`src/rtl/dte_pkg.sv`:
```
// Shared types and constants of the directory entry table.
// No dependencies; every other file of the block but dte_ram imports this package.
package dte_pkg;

  localparam int SLOTS      = 32;
  localparam int INODE_BITS = 16;

  localparam int NAME_W     = 32;
  localparam int INODE_IO_W = 16;
  localparam int SLOT_IO_W  = 5;
  localparam int SLOT_W     = (SLOTS > 1) ? $clog2(SLOTS) : 1;
  localparam int CUR_W      = $clog2(SLOTS + 1);
  localparam int INO_W      = (INODE_BITS < INODE_IO_W) ? INODE_BITS : INODE_IO_W;
  localparam int ENTRY_W    = NAME_W + INO_W;

  typedef enum logic [2:0] {
    OP_OPEN   = 3'd0,
    OP_CLOSE  = 3'd1,
    OP_CREATE = 3'd2,
    OP_DELETE = 3'd3,
    OP_READ   = 3'd4,
    OP_REWIND = 3'd5
  } op_t;

  typedef enum logic [2:0] {
    ST_OK        = 3'd0,
    ST_NOT_OPEN  = 3'd1,
    ST_BAD_NAME  = 3'd2,
    ST_EXISTS    = 3'd3,
    ST_NO_SPACE  = 3'd4,
    ST_NOT_FOUND = 3'd5,
    ST_END       = 3'd6
  } status_t;

  // request to the slot compare unit
  typedef struct packed {
    logic vld;      // a slot's data is on the memory read port
    logic used;     // that slot holds an entry
    logic by_name;  // hit needs name equality, else any used slot hits
  } match_req_t;

  // clear every byte after the first zero byte
  function automatic logic [NAME_W-1:0] normalize(input logic [NAME_W-1:0] n);
    logic [NAME_W-1:0] res;
    logic              live;
    res  = '0;
    live = 1'b1;
    for (int b = 0; b < NAME_W / 8; b++) begin
      if (n[b*8 +: 8] == 8'd0) live = 1'b0;
      if (live) res[b*8 +: 8] = n[b*8 +: 8];
    end
    return res;
  endfunction

endpackage

```
`src/rtl/dte_match.sv`:
```
// Slot compare unit, shared by create, delete and read-next scans.
// Depends on dte_pkg.
module dte_match
  import dte_pkg::*;
(
  input  match_req_t        req,
  input  logic [NAME_W-1:0] stored_name,
  input  logic [NAME_W-1:0] key,
  output logic              hit,
  output logic              free
);
  assign hit  = req.vld && req.used && (!req.by_name || stored_name == key);
  assign free = req.vld && !req.used;
endmodule

```
`config.mk`:
```
export PLATFORM = sky130hd
export DESIGN_NAME = dte_match
export DESIGN_NICKNAME = d
export VERILOG_FILES = /design/src/rtl/dte_pkg.sv /design/src/rtl/dte_match.sv
export SDC_FILE = /design/constraint.sdc
export NUM_CORES = 1
export LEC_CHECK = 0
export ABC_AREA = 1
export BUFFER_PORTS_ARGS = -buffer_cell sky130_fd_sc_hd__buf_4
export CAP_MARGIN = 20
export CORE_MARGIN = 2
export CORE_UTILIZATION = 35
export DETAILED_ROUTE_END_ITERATION = 8
export PLACE_DENSITY = 0.95
export SLEW_MARGIN = 15
export SYNTH_ARGS = -nofsm -noshare
export SYNTH_HDL_FRONTEND = slang
export SYNTH_SLANG_ARGS = --single-unit
```
`constraint.sdc`:
```
create_clock -name vclk -period 1.4
set_clock_uncertainty 0.2 [all_clocks]
set_input_delay 0.07 -clock vclk [all_inputs]
set_output_delay 0.07 -clock vclk [all_outputs]
set_load 0.02 [all_outputs]
```
==> implementation parameters, run 1 <==
Parameter                              Value

Run status
  Run status    complete, no violations

Route
  Count of antenna-violating nets left after detailed routing    0
  Vias    835
  Detailed-route wire length per cell    10.9 um
  Drt first pass iters    4
  Aggregate routed wire length    2040 um
  Number of design rule violations left after detail routing    0
  Detailed Route Iter0 Violations    13
  Vias per std cell    4.47

Synth
  Post-synth design cell area    507 um2
  Fraction of post-synthesis cell area in the top cell type by area    0.398
  Cell with the most instances after synthesis    sky130_fd_sc_hd__nand2_1
  Post-Synthesis Cells    103
  Most instantiated cells after synthesis    sky130_fd_sc_hd__nand2_1 (49), sky130_fd_sc_hd__xnor2_1 (23), sky130_fd_sc_hd__inv_1 (19)
  Post-synth net total    170
  Part of the Yosys area used for sequential elements    0
  Synth cell types    5
  Number of warnings printed during yosys synthesis    0
  Cell type with the largest total area after synthesis    sky130_fd_sc_hd__xnor2_1
  Post-synthesis average cell area    4.92 um2
  Top cells by area, synth    sky130_fd_sc_hd__xnor2_1 (40%), sky130_fd_sc_hd__nand2_1 (36%), sky130_fd_sc_hd__inv_1 (14%)

Power
  Maximum vdd drop    0.000141 V
  Leak Pwr    0.639 nW
  PwrDens    285 mW/mm2
  Power after layout    309 uW

Setup path
  Ordered cell list for the critical path    buf_4 -> xnor2_1 -> nand2_1 -> nor2_1 -> nand2_1 -> nor2_1 -> nand2_1 -> a21oi_2 -> buf_6
  Total stage count of the critical path    9
  CP startpoint kind    input pin
  Highest cell delay on the worst timing path    190 ps
  Required time worst endpoint    1130 ps
  Max stage delay cell, worst path    sky130_fd_sc_hd__xnor2_1
  Family with the most delay on the worst path    simple AND/OR/NAND/NOR gates
  Last element of the critical path    hit
  CP endpoint kind    output pin
  Worst setup path startpoint    key[3]
  Worst-path fanout max    1
  Library cell appearing most often on the critical path    sky130_fd_sc_hd__nand2_1
  Crit path arrival time    1080 ps
  Critical path start-end classification    in2out
  Crit path buffers/inverters    2

STA
  Portion of the clock cycle consumed by the worst path in the final layout    0.967
  Setup TNS Final    0 ps
  Setup repair after global routing missed its margin    yes
  Slew of the pin with the lowest slew margin    186 ps
  Achievable frequency    0.739 GHz
  Worst Hold Slack    204 ps
  Final setup fails    0
  Final worst path period need    1350 ps
  Hold Vio Cnt, Final    0
  Count of pins over their slew limit    0
  Worst relative slew slack    0.875

Floorplanning
  Horizontal die dimension    42.1 um
  Initial standard-cell utilization of the core    0.380
  Top-level I/O count    69
  CORE AREA    0.00133 mm2
  Die Area    0.00177 mm2
  Site row count    13
  Vert. Die Dim    42.1 um

Place
  HPWL after detailed placement    1660 um
  Count of input and output buffers    69
  GPL Wtd Cong    0.741
  Number of placed instances, taps included    187

Global route
  Vias in the first global route    751
  GR Overflow Total    0
  Global-route usage over all layers    0.208
  Antenna violations before repair    0
  Wire length of the first global-routing pass    3010 um
  Pin count of the biggest net entering global routing    3

CTS
  # Post-CTS Setup Buffers    0
  Count of hold-fix buffers inserted at cts    0
  CTS-repair resized insts    0

Layout
  Clock buffer cells    0
  Diode insertion count for antenna repair    0
  Non-filler cells in the finished layout    187
  Filler cell count    95
  Total Nets Final    241
  Reg area    0 um2
  Growth of design area from synthesis to finish    114%
  Area occupied by multi-input gates    473 um2
  Fraction of layout instances using a drive strength above 1    0.436
  Count of sequential standard cells    0

Job
  Max capacitance violation total    0

Min path
  Class of the tightest hold or removal check    in2out
==> layer usage <==
metal / share of wire / track usage
met5: 0 / 0
met4: 0.018 / 0.0313
met3: 0.061 / 0.0259
met2: 0.58 / 0.444
met1: 0.34 / 0.210
==> report_power, final <==
group          internal [mW]  switching, mW  leakage [nW]
clock                      0              0             0
sequential                 0              0             0
combinational          0.199          0.111         0.639
==> worst min-delay path, delay by kind of cell <==
family | cells | cell delay (ps)
buffers and inverters | 2 | 210
AO/OA/AOI/OAI | 1 | 50
==> worst min-delay path by stage <==
stage,from,endpoint,slack (ps),depth (start not counted)
finish,req[0],hit,200,3
global route,req[0],hit,210,3
CTS,req[1],free,220,3
detailed placement,req[1],free,220,3
global placement,req[0],hit,210,3
floorplan,req[0],hit,20,1
==> placed cells by master, fill, tap and decap left out <==
cell                      count
sky130_fd_sc_hd__a21oi_2      1
sky130_fd_sc_hd__buf_4       68
sky130_fd_sc_hd__buf_6        1
sky130_fd_sc_hd__inv_1       19
sky130_fd_sc_hd__nand2_1     49
sky130_fd_sc_hd__nor2_1      11
sky130_fd_sc_hd__xnor2_1     18
sky130_fd_sc_hd__xnor2_2      5
==> cell families (layout without fill, tap and decap cells) <==
group / count (synthesis) / count (layout) / synth area share
buf+inv: 19 / 88 / 0.141
compound gates: 1 / 1 / 0.0173
simple gates: 60 / 60 / 0.444
xor+xnor: 23 / 23 / 0.398
==> layout make-up <==
| class | count | area share |
|---|---|---|
| timing repair buffer | 69 | 0.481 |
| multi-input combinational | 84 | 0.436 |
| inverter | 19 | 0.0657 |
| tap | 15 | 0.0173 |
==> through the flow <==
stage,area [um2],utilization,setup slack [ps]
2_1_floorplan,507,-,350
3_3_place_gp,1040,0.782,144
3_5_place_dp,1040,0.782,84.8
4_1_cts,1040,0.782,84.2
5_1_grt,1080,0.813,-56.4
6_report,1080,0.813,46.3
Power figures use the tool's default switching activity.
==> inputs of run 2 (changes only) <==
==> constraint.sdc (replaced) <==
create_clock -name vclk -period 1.4
set_clock_uncertainty 0.2 [all_clocks]
set_input_delay 0.21 -clock vclk [all_inputs]
set_output_delay 0.21 -clock vclk [all_outputs]
set_load 0.02 [all_outputs]
==> implementation parameters, run 2 (same netlist as run 1, synthesis figures left out) <==
Parameter                              Value

Power
  Cell-internal power    234 uW
  Clk pwr share    0
  Leak Pwr    0.708 nW
  Proportion of power drawn by flip-flops and latches    0
  PwrDens    320 mW/mm2
  Net switching fraction of the power    0.404
  Switching component of the power    158 uW
  Share of total power in combinational logic    1.000
  Maximum vdd drop    0.000187 V

Setup path
  CP startpoint kind    input pin
  Worst-path fanout max    1
  Critical path start-end classification    in2out
  Ordered cell list for the critical path    buf_4 -> xnor2_1 -> nand2_1 -> nor2_1 -> nand2_1 -> nor2_1 -> nand2_1 -> a21oi_2 -> buf_6
  Library cell appearing most often on the critical path    sky130_fd_sc_hd__nand2_1
  Crit path buffers/inverters    2
  Worst setup path startpoint    key[9]
  CP endpoint kind    output pin
  Crit path arrival time    1450 ps
  Family with the most delay on the worst path    simple AND/OR/NAND/NOR gates
  Max stage delay cell, worst path    sky130_fd_sc_hd__xnor2_1
  Required time worst endpoint    990 ps
  Highest cell delay on the worst timing path    240 ps

Floorplanning
  Vert. Die Dim    42.1 um
  Top-level I/O count    69
  Site row count    13
  Initial standard-cell utilization of the core    0.380
  CORE AREA    0.00133 mm2
  Die Area    0.00177 mm2
  Horizontal die dimension    42.1 um

Route
  Aggregate routed wire length    3430 um
  Vias    1005
  Vias per std cell    5.37
  Count of antenna-violating nets left after detailed routing    0
  Number of design rule violations left after detail routing    0
  Detailed-route wire length per cell    18.3 um
  Detailed Route Iter0 Violations    65
  Drt first pass iters    4

Layout
  Fraction of layout instances using a drive strength above 1    0.564
  Diode insertion count for antenna repair    0
  Reg area    0 um2
  Non-filler cells in the finished layout    187
  Commonest cells after routing, fill and taps aside    sky130_fd_sc_hd__buf_4 (57), sky130_fd_sc_hd__nand2_1 (47), sky130_fd_sc_hd__xnor2_2 (16)
  Filler cell count    48
  Clock buffer cells    0
  Commonest non-fill, non-tap cell in the layout    sky130_fd_sc_hd__buf_4
  Growth of design area from synthesis to finish    142%
  Area occupied by multi-input gates    563 um2
  Count of sequential standard cells    0
  Total Nets Final    241

Global route
  Antenna violations before repair    0
  Vias in the first global route    847
  Wire length of the first global-routing pass    3570 um
  Pin count of the biggest net entering global routing    3
  Global-route usage over all layers    0.254
  GR Overflow Total    0

STA
  Count of pins over their slew limit    0
  Setup slack of the critical path after layout    -456 ps
  Achievable frequency    0.539 GHz
  Slew of the pin with the lowest slew margin    250 ps
  Final setup fails    1
  Final worst path period need    1860 ps
  Portion of the clock cycle consumed by the worst path in the final layout    1.33
  Setup repair after global routing missed its margin    yes
  Worst relative slew slack    0.832
  Hold Vio Cnt, Final    0

Run status
  Violations in the final reports    setup timing
  Run status    finished, violations left

CTS
  # Post-CTS Setup Buffers    0

Place
  HPWL after detailed placement    1690 um
  Setup slack after placement    -236 ps
  GPL Wtd Cong    0.741
  Count of input and output buffers    69
  Number of placed instances, taps included    187

Min path
  Hold Crit Start    req[0]
  Class of the tightest hold or removal check    in2out

Job
  Max capacitance violation total    0
[run 2: cell count changes in the layout (fill, tap and decap cells not counted), sizes merged]
cell    change
clkinv      +1
inv         -1
[run 2: power by group through the flow]
stage / registers, mW / clock network, mW / logic (mW)
after floorplan: 0 / 0 / 0.113
after global placement: 0 / 0 / 0.278
after detailed placement: 0 / 0 / 0.290
after CTS: 0 / 0 / 0.319
after global routing: 0 / 0 / 0.410
final: 0 / 0 / 0.392
[run 2: stage by stage]
step / instance area, um2 / TNS [ps] / power, mW / utilization / hold WS (ps)
global route: 1220 / -519 / 0.410 / 0.918 / 500
global placement: 1040 / -136 / 0.278 / 0.782 / 487
detailed placement: 1040 / -236 / 0.290 / 0.782 / 494
floorplan: 507 / 0 / 0.113 / - / 297
finish: 1220 / -456 / 0.392 / 0.918 / 497
CTS: 1120 / -224 / 0.319 / 0.841 / 494
[run 2: timing repair]
item,in CTS,in global routing
endpoints found under the setup margin,1,1
resized for setup,13,29
hold buffers,0,0
pin swaps,17,23
[run 2: tightest hold or removal path: cells and delay by family]
kind            cells  cell delay (ps)
buf+inv             2              210
compound gates      1               60
[run 2: path summary, 6_finish.rpt]
kind / to / slack [ps] / cells after the start
worst max-delay path: hit / -460 / 9
worst min-delay path: hit / 500 / 3
[run 2: final cells by class]
class              count  share of cell area
well taps             15              0.0153
repair buffers        69               0.463
multi-input cells     84               0.460
inverters             19              0.0623
[run 2: metal layers]
layer | GRT usage | part of all wire
met1 | 0.231 | 0.33
met4 | 0.0875 | 0.075
met2 | 0.547 | 0.50
met3 | 0.0345 | 0.096
met5 | 0 | 0
