==> src/rtl/dte_ram.sv <==
// Generic single-write, single-read RAM with registered read data.
// No dependencies.
module dte_ram #(
  parameter int WIDTH = 8,
  parameter int DEPTH = 32
) (
  input  logic                                        clk,
  input  logic                                        we,
  input  logic [((DEPTH > 1) ? $clog2(DEPTH) : 1)-1:0] waddr,
  input  logic [WIDTH-1:0]                            wdata,
  input  logic [((DEPTH > 1) ? $clog2(DEPTH) : 1)-1:0] raddr,
  output logic [WIDTH-1:0]                            rdata
);
  logic [WIDTH-1:0] mem [DEPTH];

  always_ff @(posedge clk) begin
    if (we) mem[waddr] <= wdata;
    rdata <= mem[raddr];
  end
endmodule

==> config.mk <==
export PLATFORM = sky130hd
export DESIGN_NAME = dte_ram
export DESIGN_NICKNAME = d
export VERILOG_FILES = /design/src/rtl/dte_ram.sv
export SDC_FILE = /design/constraint.sdc
export NUM_CORES = 1
export LEC_CHECK = 0
export BUFFER_PORTS_ARGS = -buffer_cell sky130_fd_sc_hd__buf_2
export CORE_ASPECT_RATIO = 1.2
export CORE_MARGIN = 2
export CORE_UTILIZATION = 45
export CTS_BUF_LIST = sky130_fd_sc_hd__clkbuf_2
export DETAILED_ROUTE_END_ITERATION = 6
export HOLD_SLACK_MARGIN = 0.08
export PLACE_DENSITY = 0.65
export SLEW_MARGIN = 20
export SYNTH_ARGS = -nofsm -noshare
export SYNTH_HDL_FRONTEND = slang
export SYNTH_SLANG_ARGS = --single-unit
==> constraint.sdc <==
create_clock -name clk -period 4.97 [get_ports clk]
set_clock_uncertainty 0.2 [all_clocks]
set_input_delay 0.497 -clock clk [delete_from_list [all_inputs] [get_ports clk]]
set_output_delay 0.497 -clock clk [all_outputs]
set_load 0.005 [all_outputs]
==> results_dict.tcl, run 1 <==
set metrics [dict create \
    post-route-period-util 0.487 \
    syn-cell-area_um2 10100 \
    vdd_drop_max_mv 0.110 \
    max-cap-violations 0 \
    crit_type "in2reg" \
    slew_viol_final 0 \
    viasPerCell 5.67 \
    hold_ws_ns 0.205 \
    dp.cells 703 \
    r2r_start "mem[21][2]" \
    max-clock-path-buffers 3 \
    numClockSinks 264 \
    cp.arrival_ns 2.94 \
    maxSlewHeadroom 0.367 \
    drtAntennaViolNets 0 \
    cts_buffers 57 \
    worst_slew_pin_slew_ns 0.946 \
    clk_pin_slew_ns 0.12 \
    cp_top_family "multiplexers" \
    worst_path_largest_cell_delay_ns 0.59 \
    grt.overflow.total 0 \
    wire_per_inst_um 25.3 \
    rsz0062_at_grt "false" \
    finalCriticalPeriod_ns 2.42 \
    reg2reg_to "rdata[2]" \
    status "complete, no violations" \
    chipHeight_um 168 \
    setup_viol 0 \
    cp_cell_sequence "buf_4 -> buf_4 -> mux4_2 -> mux4_2 -> mux2_2" \
    clock_latency_ns 0.82 \
    critical_path.endpoint "rdata[6]" \
    synth_top_area_cell "edfxtp_1" \
    cp.required_ns 5.49 \
    worstPathMaxFanout 34 \
    crit_cells 5 \
    start_util 0.462 \
    final_cell_mix "edfxtp_1, mux4_2, clkbuf_2" \
    yosys-top-cells-area "edfxtp_1, mux4_2, dfxtp_1" \
    hp-class "in2reg" \
    gp_congestion 0.780 \
    die_area_um2 23600 \
    die_w_um 140 \
    synth_mux_area_frac 0.188 \
    drt-total-wl_mm 20.4 \
    synth_top_area_share 0.765 \
    cts_root_buf "clkbuf_2" \
    grt_pass1_vias 4901 \
    rows 59 \
    ys_warn_count 0 \
    met1_length_mm 8.02 \
    p_total_uw 3900 \
    grt_max_degree 35 \
    synth-compound-area-share 0 \
    area_delta_synth_final_pct 9.55 \
    synth_top_family_by_area "multiplexers" \
    post_cts_resize_count 0 \
    stdcell_count 807 \
    cts_tree "built" \
    grt_pass1_wl_mm 30.9 \
    synth-adder-area-share 0 \
    drtIter0Drc 420 \
    track_usage 0.182 \
    synth_nets 437 \
    final_hold_viol_count 0 \
    drc_errors 0 \
    drive_gt1_frac 0.385 \
    io_buffers 27 \
    core_area_um2 21800 \
    final_nets 517 \
    tns_ns 0 \
    crit_start "raddr[0]" \
    layout_commonest_cell "edfxtp_1" \
    start_kind "input pin" \
    postSynthCellCount 417 \
    r2r_cells 3 \
    wl_met3_mm 1.82 \
    dp.final_hpwl_mm 12.8 \
    post-route-util 0.506 \
    htreeDepth 2 \
    yosys.area_share.simple 0.0207 \
    postCtsSetupRepairBufs 0 \
    ys_types 15 \
    ys_seq_area_frac 0.781 \
    antenna_found_initial 1 \
    ys_seq_elements 264 \
    top_layer "met4" \
    clock.fmax_mhz 414 \
    end_kind "register" \
    cp.buffers_inverters 2 \
    p_leak_uw 0.00349 \
    synth_xor_xnor_area_share 0 \
    powerDensity_nw_per_um2 354 \
    r2r_setup_slack_ns 2.92 \
    via_count 4573 \
    firstDrtPassIters 4 \
    pin_count 28 \
    avgSynthCellArea_um2 24.1 \
    wl_met2_mm 10.0 \
    critPathSlowestCell "mux4_2" \
]
[worst reg2reg max path: cells and delay by family (launching register included)]
family	cells	cell delay, ns
DFF	1	0.39
muxes	3	1.32
[state kept, by name, indices dropped and copies added, names as in the netlist]
name,count
mem,256
rdata,8
[power breakdown]
part           leakage, uW  internal (uW)  switching [uW]
Combinational     0.000762            102             129
Clock             0.000358            413             772
Sequential         0.00237           2470            13.2
Total              0.00349           2990             914
[final cells by class]
class                      count  area, um^2
fill                        1721       10800
sequential                   264        7850
multi-input combinational    133        2100
clock buffer                  76         380
tap                          274         343
timing repair buffer          41         265
clock inverter                18        75.1
antenna                        1        2.50
[worst min path at each step]
stage	from	to	slack, ns	depth (start not counted)
after floorplan	wdata[0]	mem[0][0]	0.40	0
after global placement	rdata[7]	rdata[7]	0.68	1
after detailed placement	rdata[7]	rdata[7]	0.68	1
after CTS	waddr[4]	mem[22][1]	0.15	3
after global routing	raddr[4]	rdata[6]	0.18	3
final	waddr[4]	mem[22][1]	0.21	3
[synth_stat cells (all sizes together)]
master  count
edfxtp    256
mux4       80
nor2       33
buf        14
dfxtp       8
mux2        8
clkbuf      6
nand3b      5
or3b        3
nand3       2
nand2       1
or3         1
[cells by family after synthesis]
family / after synthesis
mux: 88
flops: 264
buf+inv: 20
simple gates: 45
[stage by stage]
step                      instance area [um^2]  worst slack [ns]
after floorplan                          10100              2.47
after global placement                   10500              1.70
after detailed placement                 10500              1.66
after CTS                                11000              2.55
after global routing                     11000              2.45
final                                    11000              2.55
[metal layers]
metal	track usage	vias up
li1	-	1972
met1	0.240	2364
met2	0.287	195
met3	0.0549	42
met4	0.0711	0
met5	0	-
[repair_timing]
action,4_1_cts,5_1_grt
hold buffers,9,0
setup endpoints to repair,0,0
endpoints found under the hold margin,264,0
(Power assumes the default switching activity.)
==> run 2, diff against run 1 <==
==> constraint.sdc (replaced) <==
create_clock -name clk -period 2.4 [get_ports clk]
set_clock_uncertainty 0.2 [all_clocks]
set_input_delay 0.24 -clock clk [delete_from_list [all_inputs] [get_ports clk]]
set_output_delay 0.24 -clock clk [all_outputs]
set_load 0.005 [all_outputs]
==> run 2 against run 1 <==
Effect of this change:
- cell count up 7.4%
- hold slack better by 0.011 ns
- combinational power up 130%
- sequential power up 110%
- sequential cell count unchanged
- final area up 5.1%
- first-iteration DRC count up 12%
- non-clock buffer count up 51
- critical path type unchanged
- critical endpoint is now mem[7][7]
- largest cell class unchanged
==> results_dict.tcl, run 2 (same netlist as run 1, synthesis figures left out) <==
set metrics [dict create \
    core_area_um2 21800 \
    dp.final_hpwl_mm 12.8 \
    fin_area_um2 11600 \
    gp_congestion 0.746 \
    worst_path_largest_cell_delay_ns 0.61 \
    reg.largest.list "mem x256, rdata x8" \
    via_count 4819 \
    slew_viol_final 0 \
    start_kind "input pin" \
    antenna_found_initial 1 \
    drive_gt1_frac 0.426 \
    area_delta_synth_final_pct 15.1 \
    powerDensity_nw_per_um2 708 \
    track_usage 0.181 \
    r2r_setup_slack_ns 0.31 \
    hold_ws_ns 0.216 \
    grt.overflow.total 0 \
    largest_register "mem" \
    wire_per_inst_um 23.5 \
    placed_cell_area_um2 10800 \
    cp.arrival_ns 2.54 \
    max-cap-violations 0 \
    drtIter0Drc 469 \
    cts_root_buf "clkbuf_2" \
    post-route-period-util 0.952 \
    crit_type "in2reg" \
    pre_cts_ws_ns 0.0584 \
    rows 59 \
    multi_input_area_um2 2100 \
    finalCriticalPeriod_ns 2.29 \
    hp-class "in2reg" \
    maxSlewHeadroom 0.567 \
    io_buffers 27 \
    viasPerCell 5.56 \
    setup_slack_ns 0.115 \
    numClockSinks 264 \
    die_area_um2 23600 \
    drtAntennaViolNets 0 \
    setup_viol 0 \
    largest_reg_flops 256 \
    tns_ns 0 \
    htreeDepth 2 \
    chipHeight_um 168 \
    firstDrtPassIters 7 \
    pin_count 28 \
    vdd_drop_max_mv 0.299 \
    grt_pass1_vias 5099 \
    dp.cells 738 \
    grt_pass1_wl_mm 31.4 \
    critPathSlowestCell "dlygate4sd3_1" \
    end_kind "register" \
    post_cts_resize_count 0 \
    die_w_um 140 \
    drt-total-wl_mm 20.3 \
    fillers 1684 \
    ff_latch_area_um2 7850 \
    final_hold_viol_count 0 \
    p_leak_uw 0.00383 \
    hold_buffers 25 \
    cp.required_ns 2.65 \
    clock.fmax_mhz 438 \
    clk_pin_slew_ns 0.11 \
    start_util 0.462 \
    cts_buffers 57 \
    drc_errors 0 \
    max-clock-path-buffers 3 \
    clock_latency_ns 0.76 \
    cp_cell_sequence "dlygate4sd3_1 -> buf_2 -> nor2_1 -> nand2_1 -> dlygate4sd3_1 -> nor2_1 -> dlygate4sd3_1 -> buf_4" \
    status "complete, no violations" \
    layout_commonest_cell "edfxtp_1" \
    worst_slew_pin_slew_ns 0.650 \
    postCtsSetupRepairBufs 0 \
    grt_max_degree 33 \
    final_cell_mix "edfxtp_1, clkbuf_2, mux4_2" \
    critPathMostFrequentCell "dlygate4sd3_1" \
    stdcell_count 867 \
    worstPathMaxFanout 8 \
    rsz0062_at_grt "false" \
    final_nets 568 \
    cts_tree "built" \
]
[run 2: cell count changes in the layout (fill, tap and decap cells not counted), sizes merged]
cell,change
buf,+35
dlygate4sd3,+16
clkbuf,+12
clkinv,-4
inv,+1
[run 2: path summary, 6_finish.rpt]
kind,start,endpoint,cells past startpoint
min,raddr[2],rdata[5],5
max reg2reg,mem[23][6],rdata[6],3
min reg2reg,mem[24][0],rdata[0],3
max,waddr[3],mem[7][7],8
[run 2: critical path, delay by kind of cell]
| family | cells | cell delay (ns) |
|---|---|---|
| and+or+nand+nor | 3 | 0.25 |
| buffers and inverters | 5 | 2.03 |
[run 2: cell type report]
class / count / area share
Sequential cell: 264 / 0.678
Multi-Input combinational cell: 133 / 0.181
Timing Repair Buffer: 92 / 0.0670
Clock buffer: 88 / 0.0381
Tap cell: 274 / 0.0296
Clock inverter: 15 / 0.00541
Antenna cell: 1 / 0.000216
[run 2: report_power, final]
part           switching, uW  internal (uW)
Combinational            271            251
Sequential              17.8           5120
Clock                   1570            971
Total                   1860           6340
[run 2: through the flow]
stage	total power, uW	utilization
after floorplan	5510	-
after global placement	5740	0.497
after detailed placement	5750	0.497
after CTS	8310	0.531
after global routing	8550	0.531
final	8200	0.531
[run 2: metal layers]
layer / GRT usage / wire length [um] / vias to the layer above
met5: 0 / 0 / -
met4: 0.0545 / 357 / 0
met3: 0.0317 / 1060 / 23
met2: 0.301 / 10300 / 152
met1: 0.247 / 8600 / 2565
li1: - / - / 2079
==> run 3, diff against run 2 <==
--- a/config.mk
+++ b/config.mk
@@ -8,11 +8,11 @@
 export BUFFER_PORTS_ARGS = -buffer_cell sky130_fd_sc_hd__buf_2
 export CORE_ASPECT_RATIO = 1.2
 export CORE_MARGIN = 2
-export CORE_UTILIZATION = 45
+export CORE_UTILIZATION = 65
 export CTS_BUF_LIST = sky130_fd_sc_hd__clkbuf_2
 export DETAILED_ROUTE_END_ITERATION = 6
 export HOLD_SLACK_MARGIN = 0.08
-export PLACE_DENSITY = 0.65
+export PLACE_DENSITY = 0.87
 export SLEW_MARGIN = 20
 export SYNTH_ARGS = -nofsm -noshare
 export SYNTH_HDL_FRONTEND = slang
==> constraint.sdc (replaced) <==
create_clock -name clk -period 2.7 [get_ports clk]
set_clock_uncertainty 0.2 [all_clocks]
set_input_delay 0.27 -clock clk [delete_from_list [all_inputs] [get_ports clk]]
set_output_delay 0.27 -clock clk [all_outputs]
set_load 0.005 [all_outputs]
==> run 3 against run 2 <==
Effect of this change:
- combinational power fell by 14%
- wire length hardly changed
- sequential power fell by 11%
- non-clock buffer count is 7 lower
- sequential share of layout area grew 1.1 points
- sequential cell count did not move
- critical path depth down 4
- die area decreased by 30%
- count of clock-buffer cells in the layout shrank 5
- critical path type is now reg2reg
- critical endpoint is now rdata[4]
- largest power group unchanged
- highest routed layer unchanged
==> results_dict.tcl, run 3 (same netlist as run 1, synthesis figures left out) <==
set metrics [dict create \
    pwr-share-comb 0.061 \
    rows 49 \
    grt.overflow.total 0 \
    numClockSinks 264 \
    drive_gt1_frac 0.416 \
    max-clock-path-buffers 3 \
    gp_congestion 0.809 \
    firstDrtPassIters 5 \
    r2r_setup_slack_ns 0.15 \
    placed_cell_area_um2 10700 \
    layout_commonest_cell "edfxtp_1" \
    r2r_cells 4 \
    drtAntennaViolNets 0 \
    rsz0062_at_grt "false" \
    grt_pass1_wl_mm 30.6 \
    grt_pass1_vias 5060 \
    start_kind "register" \
    clock_latency_ns 0.80 \
    drt-total-wl_mm 20.3 \
    via_count 4910 \
    cp.required_ns 3.17 \
    vdd_drop_max_mv 0.382 \
    r2r_start "mem[28][4]" \
    antenna_found_initial 1 \
    slew_viol_final 0 \
    pin_count 28 \
    sw_frac_of_total 0.225 \
    clock.fmax_mhz 392 \
    largest_register "mem" \
    maxSlewHeadroom 0.591 \
    ff_latch_area_um2 7850 \
    setup_viol 0 \
    dp.final_hpwl_mm 12.4 \
    crit_start "mem[28][4]" \
    die_area_um2 16500 \
    cp.arrival_ns 3.02 \
    grt_max_degree 65 \
    largest_reg_flops 256 \
    tns_ns 0 \
    finalCriticalPeriod_ns 2.55 \
    cts_root_buf "clkbuf_2" \
    hp-start "raddr[1]" \
    multi_input_area_um2 2100 \
    stdcell_count 787 \
    final_hold_viol_count 0 \
    reg.largest.list "mem x256, rdata x8" \
    status "complete, no violations" \
    hold_depth 3 \
    hp-class "in2reg" \
    chipHeight_um 140 \
    wire_per_inst_um 25.8 \
    p_total_uw 7320 \
    cts_buffers 57 \
    drc_errors 0 \
    p_seq_frac 0.624 \
    viasPerCell 6.24 \
    post-route-period-util 0.944 \
    fin_area_um2 11400 \
    final_nets 561 \
    postCtsSetupRepairBufs 0 \
    power_switching_uw 1650 \
    cts_tree "built" \
    power.share.clock 0.315 \
    max-cap-violations 0 \
    intPower_uw 5680 \
    final_cell_mix "edfxtp_1, clkbuf_2, mux4_2" \
    p_leak_uw 0.00377 \
    end_kind "register" \
    drtIter0Drc 750 \
    io_buffers 27 \
    start_util 0.667 \
    powerDensity_nw_per_um2 643 \
    area_delta_synth_final_pct 13.3 \
    htreeDepth 2 \
    clk_pin_slew_ns 0.14 \
    crit_type "reg2reg" \
    worst_slew_pin_slew_ns 0.614 \
    fillers 850 \
    die_w_um 118 \
    dp.cells 665 \
    worstPathMaxFanout 1 \
    track_usage 0.257 \
    core_area_um2 15100 \
]
-- run 3: repair_timing --
action | in CTS | in global routing
hold buffers | 21 | 0
endpoints found under the hold margin | 503 | 0
gates resized for setup | 0 | 0
-- run 3: layout make-up --
type	count	area share
flip-flops and latches	264	0.689
multi-input cells	133	0.184
repair buffers	85	0.0593
clock buffers	83	0.0365
well taps	204	0.0224
clock inverters	17	0.00813
diodes	1	0.000220
-- run 3: final timing paths --
path / endpoint
setup / recovery: rdata[4]
setup reg to reg: rdata[4]
hold reg to reg: rdata[2]
hold / removal: rdata[0]
-- run 3: stage by stage --
step	hold WS (ns)	util	worst slack (ns)
after detailed placement	0.455	0.707	0.194
after global placement	0.459	0.707	0.221
after global routing	0.165	0.755	0.145
after floorplan	0.169	-	0.428
after CTS	0.168	0.755	0.179
final	0.181	0.755	0.152
-- run 3: routing by layer --
layer / track usage / share of wire
met1: 0.376 / 0.39
met2: 0.397 / 0.49
met3: 0.0497 / 0.092
met4: 0.105 / 0.029
met5: 0 / 0
-- run 3: critical path, stage by stage (launching register included) --
cell and delay, ns:
edfxtp_1 0.42, mux4_2 0.48, mux4_2 0.49, mux2_2 0.28, dlygate4sd3_1 0.55
-- run 3: power by group through the flow --
stage          Sequential, uW  Clock (uW)  Combinational [uW]
6_report                 4570        2310                 448
2_1_floorplan            4660           0                 243
3_3_place_gp             4660           0                 410
5_1_grt                  4570        2560                 475
4_1_cts                  4570        2340                 450
3_5_place_dp             4660           0                 424
